==> config.mk <==
export PLATFORM = sky130hd
export DESIGN_NAME = twsc_fifo
export DESIGN_NICKNAME = d
export VERILOG_FILES = /design/src/rtl/twsc_fifo.sv
export SDC_FILE = /design/constraint.sdc
export NUM_CORES = 1
export LEC_CHECK = 0
export ABC_AREA = 1
export BUFFER_PORTS_ARGS = -buffer_cell sky130_fd_sc_hd__buf_4
export CAP_MARGIN = 10
export CORE_MARGIN = 4
export CORE_UTILIZATION = 55
export DETAILED_ROUTE_END_ITERATION = 16
export PLACE_DENSITY = 0.72
export REMOVE_ABC_BUFFERS = 1
export SLEW_MARGIN = 10
export SYNTH_ARGS = -nofsm -noshare
export SYNTH_HDL_FRONTEND = slang
export SYNTH_SLANG_ARGS = --single-unit
==> constraint.sdc <==
create_clock -name clk -period 3.2 [get_ports clk]
set_clock_uncertainty 0.1 [all_clocks]
set_input_delay 0 -clock clk [delete_from_list [all_inputs] [get_ports clk]]
set_output_delay 0 -clock clk [all_outputs]
set_load 0.02 [all_outputs]
==> src/rtl/twsc_fifo.sv <==
// Small register-based queue used between front and back and for results.
`timescale 1ns / 1ps
module twsc_fifo #(
	parameter int WIDTH = 8,
	parameter int DEPTH = 4
) (
	input  logic             clk,
	input  logic             arst_n,
	input  logic             push,
	input  logic [WIDTH-1:0] wdata,
	input  logic             pop,
	output logic [WIDTH-1:0] rdata,
	output logic             full,
	output logic             empty
);

	localparam int AW = (DEPTH > 1) ? $clog2(DEPTH) : 1;
	localparam int CW = $clog2(DEPTH + 1);

	logic [WIDTH-1:0] slot_q [DEPTH];
	logic [AW-1:0]    wr_ptr_q;
	logic [AW-1:0]    rd_ptr_q;
	logic [CW-1:0]    count_q;
	logic             do_push;
	logic             do_pop;

	assign full    = (count_q == CW'(DEPTH));
	assign empty   = (count_q == '0);
	assign do_push = push && !full;
	assign do_pop  = pop && !empty;
	assign rdata   = slot_q[rd_ptr_q];

	// Storage, no reset needed
	always_ff @(posedge clk) begin
		if (do_push) begin
			slot_q[wr_ptr_q] <= wdata;
		end
	end

	// Pointers and occupancy
	always_ff @(posedge clk or negedge arst_n) begin
		if (!arst_n) begin
			wr_ptr_q <= '0;
			rd_ptr_q <= '0;
			count_q  <= '0;
		end else begin
			if (do_push) begin
				wr_ptr_q <= (wr_ptr_q == AW'(DEPTH - 1)) ? '0 : wr_ptr_q + 1'b1;
			end
			if (do_pop) begin
				rd_ptr_q <= (rd_ptr_q == AW'(DEPTH - 1)) ? '0 : rd_ptr_q + 1'b1;
			end
			if (do_push && !do_pop) begin
				count_q <= count_q + 1'b1;
			end else if (do_pop && !do_push) begin
				count_q <= count_q - 1'b1;
			end
		end
	end

endmodule

; Yosys cells after proc, flatten, opt, wreduce, memory -nomap -nowiden
; Memory sizes are Yosys's and may differ from the RTL's.
; Cells that the tools add are included.
[op_classes]
n_mux = 6
n_eq_ne = 3
n_reduce_logical = 10
n_addsub = 4
[op_table]
columns = cell, n
row1 = $mux 3, 2
row2 = $add 2x1->2 const B, 2
row3 = $eq 2x2->1 const B, 2
row4 = $logic_and 1x1->1, 4
row5 = $logic_not 1->1, 4
row6 = $mux 2, 2
row7 = $add 3x1->3 const B, 1
row8 = $eq 3x3->1 const B, 1
row9 = $logic_not 3->1, 1
row10 = $sub 3x1->3 const B, 1
row11 = $mux 1, 2
row12 = $reduce_bool 2->1, 1
[word_totals]
regBits = 7
inputBits = 12
ramBits = 32
n_memories = 1
[mem_list]
columns = memory, depth, word_bits, rd, rd_clocked_by_memory_dff, wr, line_no
row1 = slot_q, 4, 8, 1, 0, 1, 20  ; logic [WIDTH-1:0] slot_q [DEPTH];

; Logic depth before layout (Yosys ltp)
; Gate-level depths: netlist of the first run.
[depth]
ltp_word = 7
ltp_mapped = 12
mapped_depth_nobuf = 12

; Least setup slack after synthesis of the first run
; OpenSTA, ideal clock, no wires.
[synth_path]
kind = reg2reg
startpoint = register count_q[0]
endpoint = register count_q[1]
n_path_buf = 0
setup_ns = 0.126
t_required_ns = 2.974
setup_slack_ns = 1.407
stages_incl_launch_ff = 10
arrival_ns = 1.567
cell_sequence = dfrtp_1 inv_2 nand3_1 nand2_2 inv_1 ha_1 inv_1 fa_1 nand2_1 o21ai_0
[synth_between]
elab_chain_cells = 6
[synth_rtl]
columns = item, line_no
row1 = "start, declared", 23  ; logic [CW-1:0] count_q;
row2 = "start signal, assigned", 54  ; count_q <= count_q + 1'b1;
row3 = "start signal, assigned", 56  ; count_q <= count_q - 1'b1;
row4 = $eq 3x3->1 (*), 27  ; assign full = (count_q == CW'(DEPTH));
row5 = $logic_not 1->1 (*), 29  ; assign do_push = push && !full;
row6 = $logic_and 1x1->1 (*), 29
row7 = named net do_push, 24  ; logic do_push;
row8 = $logic_not 1->1, 55  ; end else if (do_pop && !do_push) begin
row9 = $logic_and 1x1->1, 55
row10 = $reduce_bool 2->1 (no source line), -
; The timed path passes the listed nets; every way through them passes the cells marked *. The select of a mux whose other input is x is not followed.
; A chain may end at the register's enable or synchronous reset.

; Worst setup path in the final report of the first run
[layout_path]
startpoint = register rd_ptr_q[0]
endpoint = output port rdata[2]
[layout_between]
elab_chain_cells = 1
[layout_rtl]
columns = item, line_no
row1 = "start, declared", 22  ; logic [AW-1:0] rd_ptr_q;
row2 = "start signal, assigned", 51  ; rd_ptr_q <= (rd_ptr_q == AW'(DEPTH - 1)) ? '0 : rd_ptr_q + 1'b1;
row3 = $mem_v2 4x8, -
row4 = "end, declared", 12  ; output logic [WIDTH-1:0] rdata,
; No other way between the ends.

==> results of run 1 <==
-- area by class of cell --
type / count / area (um2)
timing repair buffer: 33 / 277.8
tap: 44 / 55.05
fill: 223 / 930.9
clock inverter: 2 / 35.03
multi-input combinational: 78 / 446.7
sequential: 39 / 1136
clock buffer: 6 / 51.30
inverter: 32 / 120.1
-- metal layers --
layer / track usage / vias to the layer above / part of all wire
li1: - / 580 / -
met1: 0.1965 / 528 / 0.40
met2: 0.3144 / 22 / 0.55
met3: 0.04853 / 3 / 0.040
met4: 0.03958 / 0 / 0.0095
met5: 0 / - / 0
-- cell families after synthesis --
family                     after synthesis  synth area share
and+or+nand+nor                         53            0.1209
DFF                                     39            0.6458
buffers and inverters                   37            0.1003
AOI/OAI and AO/OA                       17           0.07397
adders and majority gates                7           0.05405
xor gates and xnor gates                 1          0.004980
-- cells in the final DEF, fill, tap and decap left out --
master / synthesis / final
edfxtp_1: 32 / 32
fa_1: 1 / 1
clkinv_2: 0 / 1
nor2_1: 6 / 6
nand3_1: 7 / 7
bufinv_16: 0 / 1
clkbuf_8: 0 / 1
dfrtp_1: 7 / 7
o211ai_2: 1 / 1
o21ai_0: 1 / 1
inv_2: 1 / 1
ha_1: 6 / 6
dlygate4sd3_1: 0 / 12
nand2_1: 38 / 38
buf_4: 0 / 21
inv_1: 31 / 31
o211ai_1: 15 / 15
nand4_1: 1 / 1
nand2_2: 1 / 1
xnor2_1: 1 / 1
clkbuf_4: 0 / 5
-- metrics by stage --
stage          utilization  cell area, um2  hold WS (ns)  instances
2_1_floorplan            -            1703       -0.3956        149
3_3_place_gp        0.6275            1916       -0.2838        214
4_1_cts             0.6951            2122        0.2867        234
3_5_place_dp        0.6275            1916       -0.2821        214
5_1_grt             0.6951            2122        0.2728        234
6_report            0.6951            2122        0.3004        234
-- critical path, stage by stage (launching register included) --
cell	delay [ns]
dfrtp_1	1.04
nand2_1	0.14
o211ai_1	0.13
nand2_1	0.09
buf_4	0.16
-- registers in the layout (all words and copies together), names as in the netlist --
| name | flops |
|---|---|
| slot_q | 32 |
| count_q | 3 |
| rd_ptr_q | 2 |
| wr_ptr_q | 2 |
-- where the power goes --
part | switching [W] | internal, W | leakage, nW
clock | 0.000153 | 0.000185 | 0.0482
combinational | 0.000419 | 0.000294 | 0.519
sequential | 0.000134 | 0.000681 | 0.378
total | 0.000706 | 0.00116 | 0.945
-- how the worst min path moves through the flow --
stage	start	depth (start not counted)	slack, ns	end
4_1_cts	wdata[1]	2	0.29	slot_q[1][1]
3_3_place_gp	arst_n	1	-0.28	rd_ptr_q[1]
5_1_grt	wdata[3]	2	0.27	slot_q[1][3]
3_5_place_dp	arst_n	1	-0.28	rd_ptr_q[1]
2_1_floorplan	arst_n	0	-0.40	count_q[0]
6_report	wdata[1]	2	0.30	slot_q[3][1]
==> flow_summary.toml, run 1 <==
[status]
status = "completed"

[die]
die_h_um = 64.56
die-area_um2 = 4167
ios = 22
rows = 20
die_x_um = 64.56
core_area_um2 = 3053
start_util = 0.5762

[placement]
dp.final_hpwl_um = 2150
numPortBuffers = 21
dp_slack_ns = 1.249
globalplace.congestion = 0.7484

[global_routing]
overflow = 0
track_usage = 0.1712
grt_max_degree = 36
grt_pass1_vias = 1146
grt_first_pass_wirelength_um = 5306
antenna_found_initial = 0

[sta]
setup_viol = 0
period_share = 0.6279
relSlewSlack = 0.3097
timing.fmax_ghz = 0.4977
worst_slack_ns = 1.191
finalSetupTns_ns = 0
period_needed_ns = 2.009
worst_pin_slew_ns = 1.035
slew_viol_final = 0
hold_viol_final = 0
rsz0062_at_grt = "false"

[cts]
clock_latency_ns = 0.34
cts_buffers = 5
cts_max_level = 2
postCtsSetupBuffers = 0
clock_path_buffers = 2
cts_root_buf = "clkbuf_4"
hold_buffers = 12
post_cts_resize_count = 0
cts_tree = "built"
clk_pin_slew_worst_paths_ns = 0.11
clkSinkCount = 39

[cells_and_area]
syn_to_final_growth_pct = 20.63
n_antenna_cell = 0
finalNetCount = 208
drive_gt1_frac = 0.1684

[logic_synthesis]
yosysTopAreaCell = "edfxtp_1"
ys_seq_area_frac = 0.6458
postSynthCellCount = 154
syn_area_per_cell_um2 = 11.42
synth_warnings = 0
netlist_top_cells_count = "nand2_1 (38), edfxtp_1 (32), inv_1 (31)"
yosysMostFrequentCell = "nand2_1"
synth.distinct_cells = 16
synth_area_leaders = "edfxtp_1 (55%), dfrtp_1 (10%), nand2_1 (8.1%), inv_1 (6.6%), o211ai_1 (6.4%)"
syn_area_um2 = 1759
synth_top_cell_area_share = 0.5462
synth_edf_count = 32
synth_seq_cells = 39
async_flop_share = 0.1795
synthFlopType = "edfxtp_1"

[drt]
num_vias = 1133
route.detailed.drc = 0
ant_nets = 0
first_pass_iters = 4
first_iter_violations = 67
drt-wirelength-per-cell_um = 13.11
totalWireLength_um = 3068
vias_per_cell = 4.842

[run]
max-cap-violations = 0

[worst_setup_path]
end_kind = "output pin"
r2r_start = "count_q[1]"
crit_fanout = 35
cp.required_ns = 3.10
critPathCapture = "rdata[2]"
critPathLaunchType = "flip-flop"
worstSetupPathType = "reg2out"
critPathLaunch = "rd_ptr_q[0]"
reg2reg_to = "count_q[1]"
critPathArrivalTime_ns = 1.91
r2r_cells = 9
reg2reg_slack_ns = 1.25

[power_and_ir_drop]
ir_drop_uv = 573.7
p_per_area_nw_per_um2 = 879.1
p_leak_nw = 0.9452
finalPower_w = 0.001865

[worst_hold_path]
hp-class = "in2reg"
Power figures use the tool's default switching activity.
==> run 2: changes to the inputs <==
- CORE_UTILIZATION: 55 -> 51
- PLACE_DENSITY: 0.72 -> 0.7
- clock period: 3.2 -> 1.8 ns (I/O delays scaled with it)
==> run 2 against run 1 <==
Register-to-register slack got worse by 1.2 ns. Hold slack improved by 0.0043 ns. Sequential power increased by 66%. Count of clock-buffer cells in the layout increased by 1.
==> flow_summary.toml, run 2 (same netlist as run 1, synthesis figures left out) <==
[cts]
clkSinkCount = 39
cts_tree = "built"
clock_latency_ns = 0.33
clk_pin_slew_worst_paths_ns = 0.11
cts_buffers = 5
cts_max_level = 2
cts_root_buf = "clkbuf_4"
clock_path_buffers = 2

[placement]
globalplace.congestion = 0.8235
place_inst = 228
place_area_um2 = 2008
dp.final_hpwl_um = 2257
numPortBuffers = 21
dp_slack_ns = -0.06791

[worst_setup_path]
r2r_cells = 9
worstSetupPathType = "reg2reg"
cp_common_cell = "inv_2"
critPathLaunchType = "flip-flop"
crit_chain = "inv_2, nand3_2, nand2_2, inv_1, ha_4, inv_2, fa_2, nand2_1, o21ai_1"
critPathArrivalTime_ns = 1.92
cpMaxStageDelayCell = "dfrtp_1"
crit_fanout = 3
reg2reg_to = "count_q[1]"
cp.required_ns = 1.93
reg2reg_slack_ns = 0.005
cpPeakStageDelay_ns = 0.43
end_kind = "flip-flop"
r2r_start = "count_q[1]"

[cells_and_area]
final_common_cell = "buf_4"
top_regs = "slot_q (32), count_q (3)"
final_cells = 255
drive_gt1_frac = 0.2775
finalNetCount = 227
syn_to_final_growth_pct = 29.16
n_antenna_cell = 0
utilization = 0.6809
largest_reg_flops = 32
top_register = "slot_q"
final_cell_mix = "buf_4 (38), nand2_1 (36), edfxtp_1 (32), inv_1 (28), o211ai_1 (15)"
stdcell_area_um2 = 2272

[drt]
route.met2.wl_um = 1722
ant_nets = 0
first_iter_violations = 44
vias_per_cell = 4.929
wl_met1_um = 1506
totalWireLength_um = 3403
top_layer = "met4"
first_pass_iters = 4
drt-wirelength-per-cell_um = 13.35
route.detailed.drc = 0
dr_wl_met3_um = 116
num_vias = 1257

[die]
ios = 22
start_util = 0.5272
rows = 21
die_x_um = 66.73
core_area_um2 = 3337
die-area_um2 = 4453
die_h_um = 66.73

[sta]
worst_pin_slew_ns = 0.3420
hold_ws_ns = 0.3047
slew_viol_final = 0
worst_slack_ns = 0.004851
period_share = 0.9973
period_needed_ns = 1.795
hold_viol_final = 0
timing.fmax_ghz = 0.5571
relSlewSlack = 0.7712
setup_viol = 0

[global_routing]
grt_first_pass_wirelength_um = 5264
track_usage = 0.1647
antenna_found_initial = 0
grt_pass1_vias = 1201
grt_max_degree = 36
overflow = 0

[status]
status = "completed"

[run]
max-cap-violations = 0

[worst_hold_path]
min_from = "wdata[7]"
hp-class = "in2reg"
hold_depth = 2
min_to = "slot_q[1][7]"

[power_and_ir_drop]
p_leak_nw = 1.022
p_per_area_nw_per_um2 = 1535
ir_drop_uv = 842.5
-- run 2: cell count changes in the layout (fill, tap and decap cells not counted), moves of 2 or more --
| cell | delta |
|---|---|
| buf_4 | +17 |
| inv_1 | -3 |
| inv_2 | +3 |
| clkbuf_1 | +2 |
| nand2_1 | -2 |
| nand2_2 | +2 |
| nand3_1 | -2 |
| nand3_2 | +2 |
-- run 2: where the power goes --
part	switching, W	internal, W
registers	0.000141	0.00121
logic	0.000955	0.000761
clock network	0.000266	0.000152
-- run 2: area by class of cell --
class                      count  area (um2)
sequential                    39        1137
fill                         254        1065
multi-input combinational     78       476.7
timing repair buffer          52       430.4
inverter                      32       120.1
tap                           46       57.56
clock buffer                   7       45.04
clock inverter                 1       5.005
-- run 2: timing repair --
| item | 4_1_cts | 5_1_grt |
|---|---|---|
| endpoints found under the hold margin | 43 | 1 |
| gates resized for setup | 2 | 12 |
| hold buffers | 12 | 1 |
| setup endpoints to repair | 5 | 3 |
| pin swaps | 0 | 2 |
| buffers inserted | 1 | 5 |
-- run 2: worst max-delay path by stage --
stage / startpoint / endpoint / slack (ns) / cells after the start
after global routing: count_q[1] / count_q[1] / -0.06 / 9
after CTS: count_q[1] / count_q[2] / -0.04 / 10
after detailed placement: count_q[1] / count_q[2] / -0.07 / 10
after global placement: count_q[1] / count_q[1] / 0.09 / 9
after floorplan: count_q[0] / count_q[1] / 0.007 / 9
final: count_q[1] / count_q[1] / 0.005 / 9
-- run 2: routing by layer --
metal / vias to the layer above / global-route usage
met5: - / 0
met4: 0 / 0.06091
met3: 8 / 0.04890
met2: 31 / 0.2847
met1: 604 / 0.1920
li1: 614 / -
-- run 2: critical path, delay by kind of cell (launching register included) --
family / cells / cell delay [ns]
fa+ha+maj: 2 / 0.59
flops: 1 / 0.43
simple gates: 3 / 0.26
buf+inv: 3 / 0.23
compound gates: 1 / 0.08
-- run 2: through the flow --
stage	total power, W	TNS, ns
finish	0.003488	0
global route	0.003734	-0.08511
CTS	0.003358	-0.07592
detailed placement	0.002881	-0.1083
global placement	0.002799	0
floorplan	0.002234	0
==> run 3: changes to the inputs <==
- CORE_UTILIZATION: 51 -> 55
- PLACE_DENSITY: 0.7 -> 0.72
- clock period: 1.8 -> 2.1 ns (I/O delays scaled with it)
==> run 3 against run 2 <==
Count of clock-buffer cells in the layout fell by 2. Die area is 6.4% lower. Wire length down 10%. Clock power is 15% lower. Critical endpoint unchanged. Largest cell class unchanged. Largest power group unchanged. Highest routed layer unchanged.
==> flow_summary.toml, run 3 (same netlist as run 1, synthesis figures left out) <==
[cells_and_area]
n_antenna_cell = 0
top_regs = "slot_q (32), count_q (3)"
finalNetCount = 213
final_common_cell = "nand2_1"
final_cell_mix = "nand2_1 (37), edfxtp_1 (32), inv_1 (31), buf_4 (26), o211ai_1 (15)"
multiInputGateArea_um2 = 459.2
top_register = "slot_q"
syn_to_final_growth_pct = 21.55
largest_reg_flops = 32
fill_cells = 254
final_cells = 239
regArea_um2 = 1136
stdcell_area_um2 = 2138
drive_gt1_frac = 0.2051

[global_routing]
grt_first_pass_wirelength_um = 5230
overflow = 0
antenna_found_initial = 0
grt_max_degree = 33
track_usage = 0.1717
grt_pass1_vias = 1149

[sta]
period_needed_ns = 1.942
finalSetupTns_ns = 0
hold_viol_final = 0
slew_viol_final = 0
relSlewSlack = 0.6932
period_share = 0.9250
worst_pin_slew_ns = 0.4602
rsz0062_at_grt = "false"
timing.fmax_ghz = 0.5148
setup_viol = 0
worst_slack_ns = 0.1575

[die]
rows = 20
ios = 22
die_h_um = 64.56
die-area_um2 = 4167
core_area_um2 = 3053
start_util = 0.5762
die_x_um = 64.56

[worst_hold_path]
hp-class = "in2reg"

[power_and_ir_drop]
p_per_area_nw_per_um2 = 1280
p_leak_nw = 0.9603
finalPower_w = 0.002737
ir_drop_uv = 890.9

[drt]
ant_nets = 0
first_iter_violations = 15
first_pass_iters = 3
drt-wirelength-per-cell_um = 12.80
totalWireLength_um = 3060
route.detailed.drc = 0
num_vias = 1151
vias_per_cell = 4.816

[cts]
cts_root_buf = "clkbuf_4"
clock_latency_ns = 0.34
clkSinkCount = 39
cts_tree = "built"
clock_path_buffers = 2
clk_pin_slew_worst_paths_ns = 0.11
cts_max_level = 2
cts_buffers = 5
postCtsSetupBuffers = 0

[worst_setup_path]
worstSetupPathType = "reg2reg"
end_kind = "flip-flop"
crit_fanout = 7
cpPeakStageDelay_ns = 0.41
cpMaxStageDelayCell = "dfrtp_1"
critPathLaunchType = "flip-flop"
cp_top_family = "adder cells"
critPathArrivalTime_ns = 2.07
crit_buf_inv = 3
cp.required_ns = 2.23
cp_common_cell = "inv_1"
crit_chain = "inv_1, nand3_2, nand2_2, inv_1, ha_1, inv_1, fa_1, nand2_1, o21ai_0"

[placement]
dp_slack_ns = 0.1395
globalplace.congestion = 0.7290
place_inst = 219
dp.final_hpwl_um = 2133
numPortBuffers = 21
place_area_um2 = 1953

[run]
max-cap-violations = 0

[status]
status = "completed"
run 3: cell count changes in the layout (fill, tap and decap cells not counted), sizes merged:
cell / previous run / this run
dlygate4sd3: 13 / 12
buf: 39 / 26
clkinv: 1 / 3
clkbuf: 7 / 5
run 3: power breakdown:
part | switching (W) | leakage [nW] | internal, W
clock network | 0.000229 | 0.0347 | 0.000125
registers | 0.000124 | 0.378 | 0.00104
logic | 0.000732 | 0.548 | 0.000490
run 3: worst reg2reg max path, cell delays in order (launching register included):
cell,delay (ns)
dfrtp_1,0.41
inv_1,0.14
nand3_2,0.13
nand2_2,0.15
inv_1,0.06
ha_1,0.20
inv_1,0.09
fa_1,0.41
nand2_1,0.08
o21ai_0,0.07
run 3: worst paths after layout:
check                            start      endpoint  slack [ns]  depth (start not counted)
setup reg to reg            count_q[1]    count_q[1]        0.16                          9
setup / recovery            count_q[1]    count_q[1]        0.16                          9
min in group asynchronous       arst_n    count_q[2]        0.51                          3
hold / removal                wdata[1]  slot_q[0][1]        0.30                          2
max in group asynchronous       arst_n   wr_ptr_q[0]        1.14                          3
hold reg to reg            wr_ptr_q[1]   wr_ptr_q[1]        0.45                          2
run 3: per-layer routing:
metal	share of wire	global-route usage	vias up	wire (um)
li1	-	-	586	-
met1	0.40	0.1947	540	1223
met2	0.55	0.3041	18	1672
met3	0.035	0.04679	7	108
met4	0.018	0.07124	0	55
met5	0	0	-	0
run 3: area by class of cell:
class / instances / share of cell area
sequential: 39 / 0.5313
tap: 44 / 0.02575
timing repair buffer: 38 / 0.1475
inverter: 32 / 0.05617
clock inverter: 3 / 0.007022
clock buffer: 5 / 0.01755
multi-input combinational: 78 / 0.2147
run 3: per-stage QoR:
| stage | util | hold slack [ns] |
|---|---|---|
| after floorplan | - | -0.3956 |
| after detailed placement | 0.6398 | -0.2809 |
| after global routing | 0.7004 | 0.2784 |
| final | 0.7004 | 0.2958 |
| after global placement | 0.6398 | -0.2833 |
| after CTS | 0.6963 | 0.2796 |
run 3: repair_timing:
item | CTS | global route
hold endpoints to repair | 43 | 0
endpoints found under the setup margin | 0 | 1
hold buffers | 12 | 0
gates resized for setup | 0 | 3
